$ cat src/rtl/jbq_pkg.sv
// shared types, constants and helpers of the block quantizer
package jbq_pkg;

  localparam int BLOCK_COEFFS = 64;
  localparam int POS_W        = $clog2(BLOCK_COEFFS);
  localparam int COEF_W       = 16;
  localparam int ENTRY_W      = 8;
  localparam int QUAL_W       = 7;
  localparam int OUT_W        = 8;

  localparam logic [POS_W-1:0] LAST_POS = POS_W'(BLOCK_COEFFS - 1);

  // quality scale
  localparam int QUALITY_RESET = 50;
  localparam int QUALITY_MIN   = 1;
  localparam int QUALITY_MAX   = 100;
  localparam int QUALITY_KNEE  = 50;
  localparam int SCALE_NUM     = 5000;
  localparam int SCALE_OFFSET  = 200;
  localparam int SCALE_W       = $clog2(SCALE_NUM + 1);

  // scaled entry: (scale * entry + ROUND_BIAS) / SCALE_DENOM
  localparam int ROUND_BIAS   = 50;
  localparam int SCALE_DENOM  = 100;
  localparam int PROD_W       = SCALE_W + ENTRY_W;
  localparam int PRE_SHIFT    = 2;
  localparam int POST_DIV     = SCALE_DENOM >> PRE_SHIFT;
  localparam int Y_W          = PROD_W - PRE_SHIFT;
  localparam int RECIP_SHIFT  = 18;
  localparam int RECIP_M      = (1 << RECIP_SHIFT) / POST_DIV;
  localparam int RECIP_W      = $clog2(RECIP_M + 1);
  localparam int EST_W        = Y_W + RECIP_W;
  localparam int EST_Q_W      = EST_W - RECIP_SHIFT;
  localparam int DEN_W        = 14;

  // queue between front and back
  localparam int QUEUE_DEPTH = 2;
  localparam int QUEUE_AW    = $clog2(QUEUE_DEPTH);

  typedef enum logic [0:0] {
    CMD_LOAD  = 1'b0,
    CMD_QUANT = 1'b1
  } cmd_t;

  typedef enum logic [2:0] {
    BK_IDLE,
    BK_SCALE,
    BK_MUL,
    BK_RECIP,
    BK_CORR,
    BK_DIV,
    BK_DONE
  } back_state_t;

  typedef struct packed {
    logic signed [COEF_W-1:0] coef;
    logic [ENTRY_W-1:0]       entry;
    logic [POS_W-1:0]         pos;
  } q_entry_t;

  function automatic logic [QUAL_W-1:0] qual_clamp(input logic [QUAL_W-1:0] q);
    logic [QUAL_W-1:0] r;
    r = q;
    if (q < QUAL_W'(QUALITY_MIN)) r = QUAL_W'(QUALITY_MIN);
    if (q > QUAL_W'(QUALITY_MAX)) r = QUAL_W'(QUALITY_MAX);
    return r;
  endfunction

endpackage

$ cat src/rtl/jbq_ram.sv
// generic single-write, single-read ram with registered read data
module jbq_ram #(
  parameter int WIDTH = 8,
  parameter int DEPTH = 64
) (
  input  logic                     clk,
  input  logic                     we,
  input  logic [$clog2(DEPTH)-1:0] waddr,
  input  logic [WIDTH-1:0]         wdata,
  input  logic                     re,
  input  logic [$clog2(DEPTH)-1:0] raddr,
  output logic [WIDTH-1:0]         rdata
);

  logic [WIDTH-1:0] mem [DEPTH];

  always_ff @(posedge clk) begin
    if (we) begin
      mem[waddr] <= wdata;
    end
    if (re) begin
      rdata <= mem[raddr];
    end
  end

endmodule

$ cat src/rtl/jbq_front.sv
// front end: takes items, loads the table, tags coefficients and queues them
module jbq_front (
  input  logic                              clk,
  input  logic                              rst,
  input  logic                              in_valid,
  output logic                              in_ready,
  input  logic                              command,
  input  logic [jbq_pkg::POS_W-1:0]         table_index,
  input  logic [jbq_pkg::ENTRY_W-1:0]       table_value,
  input  logic signed [jbq_pkg::COEF_W-1:0] coefficient,
  input  logic                              q_full,
  output logic                              q_push,
  output jbq_pkg::q_entry_t                 q_data
);

  logic                              accept;
  logic                              take_load;
  logic                              take_quant;
  logic [jbq_pkg::POS_W-1:0]         pos_cnt;
  logic                              stage_valid;
  logic signed [jbq_pkg::COEF_W-1:0] stage_coef;
  logic [jbq_pkg::POS_W-1:0]         stage_pos;
  logic [jbq_pkg::ENTRY_W-1:0]       entry_rd;

  // the stage drains into the queue; a new item comes in once it can leave
  assign in_ready   = !stage_valid || !q_full;
  assign accept     = in_valid && in_ready;
  assign take_load  = accept && (command == jbq_pkg::CMD_LOAD);
  assign take_quant = accept && (command == jbq_pkg::CMD_QUANT);
  assign q_push     = stage_valid && !q_full;

  // table is read when the coefficient is taken, so later loads cannot reach it
  jbq_ram #(
    .WIDTH (jbq_pkg::ENTRY_W),
    .DEPTH (jbq_pkg::BLOCK_COEFFS)
  ) u_table (
    .clk   (clk),
    .we    (take_load),
    .waddr (table_index),
    .wdata (table_value),
    .re    (take_quant),
    .raddr (pos_cnt),
    .rdata (entry_rd)
  );

  always_comb begin
    q_data.coef  = stage_coef;
    q_data.entry = entry_rd;
    q_data.pos   = stage_pos;
  end

  always_ff @(posedge clk) begin
    if (rst) begin
      stage_valid <= 1'b0;
      pos_cnt     <= '0;
    end else begin
      if (take_quant) begin
        stage_valid <= 1'b1;
        pos_cnt     <= (pos_cnt == jbq_pkg::LAST_POS) ? '0 : pos_cnt + 1'b1;
      end else if (q_push) begin
        stage_valid <= 1'b0;
      end
    end
  end

  always_ff @(posedge clk) begin
    if (take_quant) begin
      stage_coef <= coefficient;
      stage_pos  <= pos_cnt;
    end
  end

endmodule

$ cat src/rtl/jbq_fifo.sv
// short queue of tagged coefficients between front and back
module jbq_fifo (
  input  logic              clk,
  input  logic              rst,
  input  logic              push,
  input  jbq_pkg::q_entry_t push_data,
  output logic              full,
  input  logic              pop,
  output jbq_pkg::q_entry_t pop_data,
  output logic              empty
);

  jbq_pkg::q_entry_t            slots [jbq_pkg::QUEUE_DEPTH];
  logic [jbq_pkg::QUEUE_AW-1:0] wr_ptr;
  logic [jbq_pkg::QUEUE_AW-1:0] rd_ptr;
  logic [jbq_pkg::QUEUE_AW:0]   count;

  localparam logic [jbq_pkg::QUEUE_AW-1:0] PTR_LAST =
    jbq_pkg::QUEUE_AW'(jbq_pkg::QUEUE_DEPTH - 1);

  assign full     = (count == (jbq_pkg::QUEUE_AW + 1)'(jbq_pkg::QUEUE_DEPTH));
  assign empty    = (count == '0);
  assign pop_data = slots[rd_ptr];

  always_ff @(posedge clk) begin
    if (rst) begin
      wr_ptr <= '0;
      rd_ptr <= '0;
      count  <= '0;
    end else begin
      if (push) begin
        wr_ptr <= (wr_ptr == PTR_LAST) ? '0 : wr_ptr + 1'b1;
      end
      if (pop) begin
        rd_ptr <= (rd_ptr == PTR_LAST) ? '0 : rd_ptr + 1'b1;
      end
      if (push && !pop) begin
        count <= count + 1'b1;
      end else if (pop && !push) begin
        count <= count - 1'b1;
      end
    end
  end

  always_ff @(posedge clk) begin
    if (push) begin
      slots[wr_ptr] <= push_data;
    end
  end

endmodule

$ cat src/rtl/jbq_back.sv
// back end: scales the table entry, divides the coefficient, saturates the result
module jbq_back (
  input  logic                              clk,
  input  logic                              rst,
  input  logic                              cfg_write,
  input  logic [jbq_pkg::QUAL_W-1:0]        cfg_data,
  input  logic                              q_empty,
  input  jbq_pkg::q_entry_t                 q_data,
  output logic                              q_pop,
  output logic                              out_valid,
  input  logic                              out_ready,
  output logic signed [jbq_pkg::OUT_W-1:0]  quantized,
  output logic [jbq_pkg::POS_W-1:0]         position,
  output logic                              last_in_block
);

  localparam int DIV_N = jbq_pkg::COEF_W;
  localparam int CNT_W = $clog2(DIV_N);
  localparam int DEN_W = jbq_pkg::DEN_W;

  jbq_pkg::back_state_t state, state_next;

  logic [jbq_pkg::QUAL_W-1:0]  quality;
  logic [jbq_pkg::QUAL_W-1:0]  qc;
  logic [jbq_pkg::QUAL_W-1:0]  scale_q;
  logic                        scale_ok;
  logic                        scale_fresh;
  logic                        low_q;
  logic [jbq_pkg::SCALE_W-1:0] scale;
  logic [jbq_pkg::SCALE_W-1:0] scale_hi;

  jbq_pkg::q_entry_t           work;
  logic [jbq_pkg::PROD_W-1:0]  prod;
  logic [jbq_pkg::PROD_W-1:0]  prod_biased;
  logic [jbq_pkg::Y_W-1:0]     y;
  logic [jbq_pkg::EST_W-1:0]   est;
  logic [jbq_pkg::EST_Q_W-1:0] q0;
  logic [jbq_pkg::Y_W-1:0]     q0_x;
  logic [jbq_pkg::Y_W-1:0]     rr;
  logic [jbq_pkg::EST_Q_W-1:0] q1;
  logic [DEN_W-1:0]            den_new;

  logic [DEN_W-1:0]            rem;
  logic [DIV_N-1:0]            quo;
  logic [DEN_W-1:0]            den;
  logic [CNT_W-1:0]            cnt;
  logic [DEN_W:0]              trial;
  logic [DEN_W:0]              diff;
  logic                        fits;
  logic [DEN_W-1:0]            rem_step;
  logic [DIV_N-1:0]            quo_step;
  logic [DIV_N-1:0]            coef_mag;

  logic                        [jbq_pkg::OUT_W-1:0] sat;

  // control outputs
  logic scale_direct;
  logic scale_start;
  logic scale_done;
  logic div_step;
  logic div_start;
  logic out_load;

  assign qc          = jbq_pkg::qual_clamp(quality);
  assign scale_fresh = scale_ok && (scale_q == quality);
  assign low_q       = (qc < jbq_pkg::QUAL_W'(jbq_pkg::QUALITY_KNEE));
  assign scale_hi    = jbq_pkg::SCALE_W'(jbq_pkg::SCALE_OFFSET) -
                       {{(jbq_pkg::SCALE_W - jbq_pkg::QUAL_W - 1){1'b0}}, qc, 1'b0};

  // restoring divider, one quotient bit per cycle
  assign trial    = {rem, quo[DIV_N-1]};
  assign diff     = trial - {1'b0, den};
  assign fits     = (trial >= {1'b0, den});
  assign rem_step = fits ? diff[DEN_W-1:0] : trial[DEN_W-1:0];
  assign quo_step = {quo[DIV_N-2:0], fits};

  assign coef_mag = work.coef[jbq_pkg::COEF_W-1] ? (~work.coef + 1'b1) : work.coef;

  // divide by the table denominator: drop two bits, then reciprocal of 25
  assign prod_biased = prod + jbq_pkg::PROD_W'(jbq_pkg::ROUND_BIAS);
  assign q0          = est[jbq_pkg::EST_W-1:jbq_pkg::RECIP_SHIFT];
  assign q0_x        = jbq_pkg::Y_W'(q0) * jbq_pkg::Y_W'(jbq_pkg::POST_DIV);
  assign rr          = y - q0_x;
  assign q1          = (rr >= jbq_pkg::Y_W'(jbq_pkg::POST_DIV)) ? q0 + 1'b1 : q0;
  // zero divisor is forced to one
  assign den_new     = (q1 == '0) ? DEN_W'(1) : q1[DEN_W-1:0];

  // signed saturation of the quotient magnitude
  always_comb begin
    if (work.coef[jbq_pkg::COEF_W-1]) begin
      if (quo > DIV_N'(128)) begin
        sat = 8'h80;
      end else begin
        sat = ~quo[jbq_pkg::OUT_W-1:0] + 1'b1;
      end
    end else begin
      if (quo > DIV_N'(127)) begin
        sat = 8'h7f;
      end else begin
        sat = quo[jbq_pkg::OUT_W-1:0];
      end
    end
  end

  always_comb begin
    state_next = state;
    unique case (state)
      jbq_pkg::BK_IDLE: begin
        if (!scale_fresh) begin
          state_next = low_q ? jbq_pkg::BK_SCALE : jbq_pkg::BK_IDLE;
        end else if (!q_empty) begin
          state_next = jbq_pkg::BK_MUL;
        end
      end
      jbq_pkg::BK_SCALE: begin
        if (cnt == '0) state_next = jbq_pkg::BK_IDLE;
      end
      jbq_pkg::BK_MUL:   state_next = jbq_pkg::BK_RECIP;
      jbq_pkg::BK_RECIP: state_next = jbq_pkg::BK_CORR;
      jbq_pkg::BK_CORR:  state_next = jbq_pkg::BK_DIV;
      jbq_pkg::BK_DIV: begin
        if (cnt == '0) state_next = jbq_pkg::BK_DONE;
      end
      jbq_pkg::BK_DONE: begin
        if (!out_valid || out_ready) state_next = jbq_pkg::BK_IDLE;
      end
      default: state_next = jbq_pkg::BK_IDLE;
    endcase
  end

  always_comb begin
    scale_direct = 1'b0;
    scale_start  = 1'b0;
    scale_done   = 1'b0;
    q_pop        = 1'b0;
    div_step     = 1'b0;
    div_start    = 1'b0;
    out_load     = 1'b0;
    unique case (state)
      jbq_pkg::BK_IDLE: begin
        scale_direct = !scale_fresh && !low_q;
        scale_start  = !scale_fresh && low_q;
        q_pop        = scale_fresh && !q_empty;
      end
      jbq_pkg::BK_SCALE: begin
        div_step   = 1'b1;
        scale_done = (cnt == '0);
      end
      jbq_pkg::BK_CORR:  div_start = 1'b1;
      jbq_pkg::BK_DIV:   div_step  = 1'b1;
      jbq_pkg::BK_DONE:  out_load  = !out_valid || out_ready;
      default: begin
      end
    endcase
  end

  always_ff @(posedge clk) begin
    if (rst) begin
      state     <= jbq_pkg::BK_IDLE;
      quality   <= jbq_pkg::QUAL_W'(jbq_pkg::QUALITY_RESET);
      scale_ok  <= 1'b0;
      out_valid <= 1'b0;
    end else begin
      state <= state_next;
      if (cfg_write) begin
        quality <= cfg_data;
      end
      if (scale_direct || scale_done) begin
        scale_ok <= 1'b1;
      end
      if (out_load) begin
        out_valid <= 1'b1;
      end else if (out_ready) begin
        out_valid <= 1'b0;
      end
    end
  end

  always_ff @(posedge clk) begin
    if (scale_direct) begin
      scale   <= scale_hi;
      scale_q <= quality;
    end
    // tag the scale with the quality the divider starts from
    if (scale_start) begin
      scale_q <= quality;
    end
    if (scale_done) begin
      scale <= quo_step[jbq_pkg::SCALE_W-1:0];
    end
    if (q_pop) begin
      work <= q_data;
    end
    if (state == jbq_pkg::BK_MUL) begin
      prod <= scale * work.entry;
    end
    if (state == jbq_pkg::BK_RECIP) begin
      y   <= prod_biased[jbq_pkg::PROD_W-1:jbq_pkg::PRE_SHIFT];
      est <= prod_biased[jbq_pkg::PROD_W-1:jbq_pkg::PRE_SHIFT] *
             jbq_pkg::RECIP_W'(jbq_pkg::RECIP_M);
    end
    if (scale_start) begin
      rem <= '0;
      quo <= DIV_N'(jbq_pkg::SCALE_NUM);
      den <= DEN_W'(qc);
      cnt <= CNT_W'(DIV_N - 1);
    end else if (div_start) begin
      rem <= '0;
      quo <= coef_mag;
      den <= den_new;
      cnt <= CNT_W'(DIV_N - 1);
    end else if (div_step) begin
      rem <= rem_step;
      quo <= quo_step;
      cnt <= cnt - 1'b1;
    end
    if (out_load) begin
      quantized     <= sat;
      position      <= work.pos;
      last_in_block <= (work.pos == jbq_pkg::LAST_POS);
    end
  end

endmodule

$ cat src/rtl/jpeg_block_quantizer_top.sv
// top level of the jpeg block quantizer
//
// input channel (in_valid/in_ready): command selects a table load
// (table_index, table_value) or the quantization of one coefficient.
// loads write the table and give no result. coefficients arrive in
// block order; the block tags each with its position 0..63 and raises
// last_in_block on position 63.
// output channel (out_valid/out_ready): quantized, position, last_in_block.
// cfg_write with cfg_data sets the quality; write it only while idle.
// a coefficient occupies the back end for a pop, the scaling of the table
// entry (multiply, reciprocal, correction), the steps of the shared
// bit-serial divider and a write of the output register. after a quality
// change below 50 the first coefficient also waits while the same divider
// forms 5000/quality. a two-entry queue separates the front from the back,
// so loads and further coefficients are taken while the output register
// is stalled, until the queue and the front stage are full.
// reset (synchronous) clears the position counter, the queue and the
// output valid flag, and sets quality to 50; table contents are undefined
// until loaded.
module jpeg_block_quantizer_top (
  input  logic                              clk,
  input  logic                              rst,
  input  logic                              cfg_write,
  input  logic [jbq_pkg::QUAL_W-1:0]        cfg_data,
  input  logic                              in_valid,
  output logic                              in_ready,
  input  logic                              command,
  input  logic [jbq_pkg::POS_W-1:0]         table_index,
  input  logic [jbq_pkg::ENTRY_W-1:0]       table_value,
  input  logic signed [jbq_pkg::COEF_W-1:0] coefficient,
  output logic                              out_valid,
  input  logic                              out_ready,
  output logic signed [jbq_pkg::OUT_W-1:0]  quantized,
  output logic [jbq_pkg::POS_W-1:0]         position,
  output logic                              last_in_block
);

  logic              q_push;
  logic              q_pop;
  logic              q_full;
  logic              q_empty;
  jbq_pkg::q_entry_t q_wdata;
  jbq_pkg::q_entry_t q_rdata;

  jbq_front u_front (
    .clk         (clk),
    .rst         (rst),
    .in_valid    (in_valid),
    .in_ready    (in_ready),
    .command     (command),
    .table_index (table_index),
    .table_value (table_value),
    .coefficient (coefficient),
    .q_full      (q_full),
    .q_push      (q_push),
    .q_data      (q_wdata)
  );

  jbq_fifo u_fifo (
    .clk       (clk),
    .rst       (rst),
    .push      (q_push),
    .push_data (q_wdata),
    .full      (q_full),
    .pop       (q_pop),
    .pop_data  (q_rdata),
    .empty     (q_empty)
  );

  jbq_back u_back (
    .clk           (clk),
    .rst           (rst),
    .cfg_write     (cfg_write),
    .cfg_data      (cfg_data),
    .q_empty       (q_empty),
    .q_data        (q_rdata),
    .q_pop         (q_pop),
    .out_valid     (out_valid),
    .out_ready     (out_ready),
    .quantized     (quantized),
    .position      (position),
    .last_in_block (last_in_block)
  );

endmodule

$ cat config.mk
export PLATFORM = sky130hd
export DESIGN_NAME = jpeg_block_quantizer_top
export DESIGN_NICKNAME = d
export VERILOG_FILES = /design/src/rtl/jbq_pkg.sv /design/src/rtl/jbq_ram.sv /design/src/rtl/jbq_front.sv /design/src/rtl/jbq_fifo.sv /design/src/rtl/jbq_back.sv /design/src/rtl/jpeg_block_quantizer_top.sv
export SDC_FILE = /design/constraint.sdc
export NUM_CORES = 2
export LEC_CHECK = 0
export ABC_CLOCK_PERIOD_IN_PS = 10600
export BUFFER_PORTS_ARGS = -buffer_cell sky130_fd_sc_hd__buf_2
export CORE_MARGIN = 2
export CORE_UTILIZATION = 55
export CTS_CLUSTER_DIAMETER = 40
export CTS_CLUSTER_SIZE = 24
export DETAILED_ROUTE_END_ITERATION = 10
export MAX_ROUTING_LAYER = met4
export PLACE_DENSITY = 0.78
export SYNTH_ARGS = -nofsm -noshare
export SYNTH_HDL_FRONTEND = slang
export SYNTH_SLANG_ARGS = --single-unit
$ cat constraint.sdc
create_clock -name clk -period 10.6 [get_ports clk]
set_input_delay 1.59 -clock clk [delete_from_list [all_inputs] [get_ports clk]]
set_output_delay 1.59 -clock clk [all_outputs]
set_load 0.01 [all_outputs]
==> results.json <==
{
  "outcome": "finished clean",
  "crit_type": "reg2reg",
  "synth.avg_cell_area_um2": 14.5,
  "drv_cap": 0,
  "start_kind": "flip-flop",
  "numCtsBuffers": 91,
  "synth-seq-cells": 792,
  "cts_max_path_buffers": 3,
  "yosysSeqAreaShare_pct": 55.5,
  "ctsHoldBuffers": 0,
  "place.gp.congestion": 0.931,
  "nFillCells": 5296,
  "syn_area_mm2": 0.0417,
  "hpwl_um": 62000,
  "clockRootBuffer": "clkbuf_16",
  "grt_util_all_layers_pct": 25.8,
  "cts-resized-gates": 0,
  "post_drt_via_cell_ratio": 6.02,
  "worst_slew_pin_slew_ns": 1.32,
  "synth_most_common_cell": "edfxtp_1",
  "worst_slack_ns": 1.76,
  "layout.nets": 3439,
  "max_stage_delay_ns": 0.54,
  "synthTopCellsByCount": "728 x edfxtp_1, 367 x inv_1, 253 x ha_1",
  "drt_iter0_drc": 2207,
  "cts_tree": "yes",
  "grt.overflow.total": 0,
  "synth_simple_gate_area_share_pct": 6.68,
  "wl_per_cell_um": 23.8,
  "synth_cells": 2887,
  "placed_cells": 3852,
  "fmax_mhz": 113,
  "cpMostUsedCell": "inv_1",
  "yosysWarnings": 0,
  "antenna_found_initial": 2,
  "period_share_pct": 83.4,
  "drc": 0,
  "postRouteAntennaNets": 0,
  "cp-end-kind": "flip-flop",
  "period_minus_slack_ns": 8.84,
  "ir_drop_mv": 0.209,
  "dieArea_mm2": 0.0781,
  "grt_pass1_wl_um": 148000,
  "final_cells": 4027,
  "wirelength_um": 96000,
  "p_per_area_mw_per_mm2": 189,
  "max-slew-margin-rel_pct": 12.0,
  "synth-async-reset-ratio_pct": 0,
  "rrSetupSlack_ns": 1.76,
  "ios": 60,
  "skew_ns": 0.0633,
  "muxShareOfSynthArea_pct": 10.5,
  "synth_top_family_by_area": "adder cells",
  "crit_arrival_ns": 9.19,
  "htreeDepth": 3,
  "clk_latency_ns": 0.66,
  "synthAdderAreaFrac_pct": 16.1,
  "rsz0062_at_grt": "no",
  "synth_area_leaders": "edfxtp_1 52%, mux4_2 9.1%, fa_1 8.4%, ha_1 7.6%, inv_1 3.3%",
  "finalSetupTns_ns": 0,
  "hold_viol": 0,
  "synth_edf_count": 728,
  "synth_ff_type": "edfxtp_1",
  "yosysTopAreaCellShare_pct": 52.4,
  "clk_pin_slew_ns": 0.07,
  "die_x_um": 279,
  "fp.coreArea_mm2": 0.0756,
  "cts_setup_buffers": 0,
  "p_leak_nw": 17.4,
  "slowest_stage": "xor2_1",
  "synth_compound_area_share_pct": 4.34,
  "synth_xor_area_share_pct": 2.71,
  "num_rows": 101,
  "layout-drive-gt1-share_pct": 15.7,
  "synthToLayoutAreaGrowth_pct": 10.9,
  "drv_slew": 0,
  "drt-pass1-iter-count": 6,
  "start_util_pct": 55.2,
  "finalSetupViolations": 0,
  "cp.required_ns": 10.94,
  "port-buffer-count": 59,
  "dp_slack_ns": 1.81,
  "worstHoldPathType": "reg2reg",
  "yosys.area.top_type": "edfxtp_1",
  "clock_sinks": 792,
  "vias": 24200,
  "die_h_um": 279,
  "grt_pass1_vias": 25300,
  "p_total_mw": 8.76,
  "grt_max_degree": 69,
  "ys_types": 80,
  "syn-num-nets": 3359,
  "crit_fanout": 9
}
## placed cells by master (no fill, tap or decap), drive strengths merged, types with 16 or more instances in the layout
master / count
clkbuf: 94
nor3: 17
and3: 16
nand3: 41
dfxtp: 64
nor2b: 22
and2: 65
a21o: 21
buf: 79
nand2b: 17
nand2: 141
xor2: 61
nor2: 180
clkinv: 32
mux4: 168
mux2i: 23
ha: 253
fa: 176
edfxtp: 728
a21oi: 73
mux2: 34
o21ai: 59
inv: 399
xnor2: 68
## area by class of cell
type | count | area [um2] | share of cell area (%)
Tap cell | 978 | 1220 | 2.64
Clock inverter | 78 | 926 | 2.00
Inverter | 368 | 1380 | 2.99
Sequential cell | 792 | 23200 | 50.0
Multi-Input combinational cell | 1635 | 16800 | 36.4
Timing Repair Buffer | 79 | 445 | 0.963
Antenna cell | 3 | 7.51 | 0.0162
Clock buffer | 94 | 2300 | 4.97
## logic make-up after synthesis
logic type	after synthesis
simple gates	576
buf+inv	460
xor+xnor	129
fa+ha+maj	430
compound gates	275
mux	225
flops	792
## critical path, delay by kind of cell, from the launching register on
kind,cells,cell delay [ns]
XOR/XNOR,2,0.62
adder cells (fa/ha/maj),7,3.05
buffers and inverters,5,0.52
AO/OA/AOI/OAI,9,2.61
flip-flops,1,0.42
AND/OR/NAND/NOR,5,1.34
## report_power, final
group	internal, mW	switching [mW]	total [mW]	leakage (nW)
registers	3.57	0.106	3.68	7.12
clock network	1.82	1.44	3.26	1.54
logic	0.803	1.02	1.82	8.69
total	6.19	2.57	8.76	17.4
## state kept, by name, indices dropped and copies added (netlist names), 16 cells and up
signal / count
u_back.est: 17
u_back.prod: 20
u_back.quo: 16
u_back.work: 30
u_back.y: 17
u_fifo.slots: 60
u_front.stage_coef: 16
u_front.u_table.mem: 512
## through the flow
step / instance area (um2) / hold slack [ns] / utilization (%)
finish: 46300 / 0.452 / 61.2
global route: 46300 / 0.462 / 61.2
CTS: 46300 / 0.448 / 61.2
detailed placement: 43000 / 0.431 / 57.0
global placement: 43000 / 0.422 / 57.0
floorplan: 41700 / 0.406 / -
## worst paths after layout
check | startpoint | end | depth (start not counted)
hold / removal | u_front.u_table.rdata[3] | u_fifo.slots[0][9] | 0
setup / recovery | u_back.prod[3] | u_back.est[32] | 28
setup reg to reg | u_back.prod[3] | u_back.est[32] | 28
hold reg to reg | u_front.u_table.rdata[3] | u_fifo.slots[0][9] | 0
## layer usage
layer	global-route usage (%)	wire length (um)	part of all wire [%]	up-vias
li1	-	-	-	10700
met1	31.0	35500	37	12200
met2	44.4	50200	52	1121
met3	3.97	6600	6.9	207
met4	9.28	3650	3.8	0
met5	-	0	0	-
(Power assumes the default switching activity.)
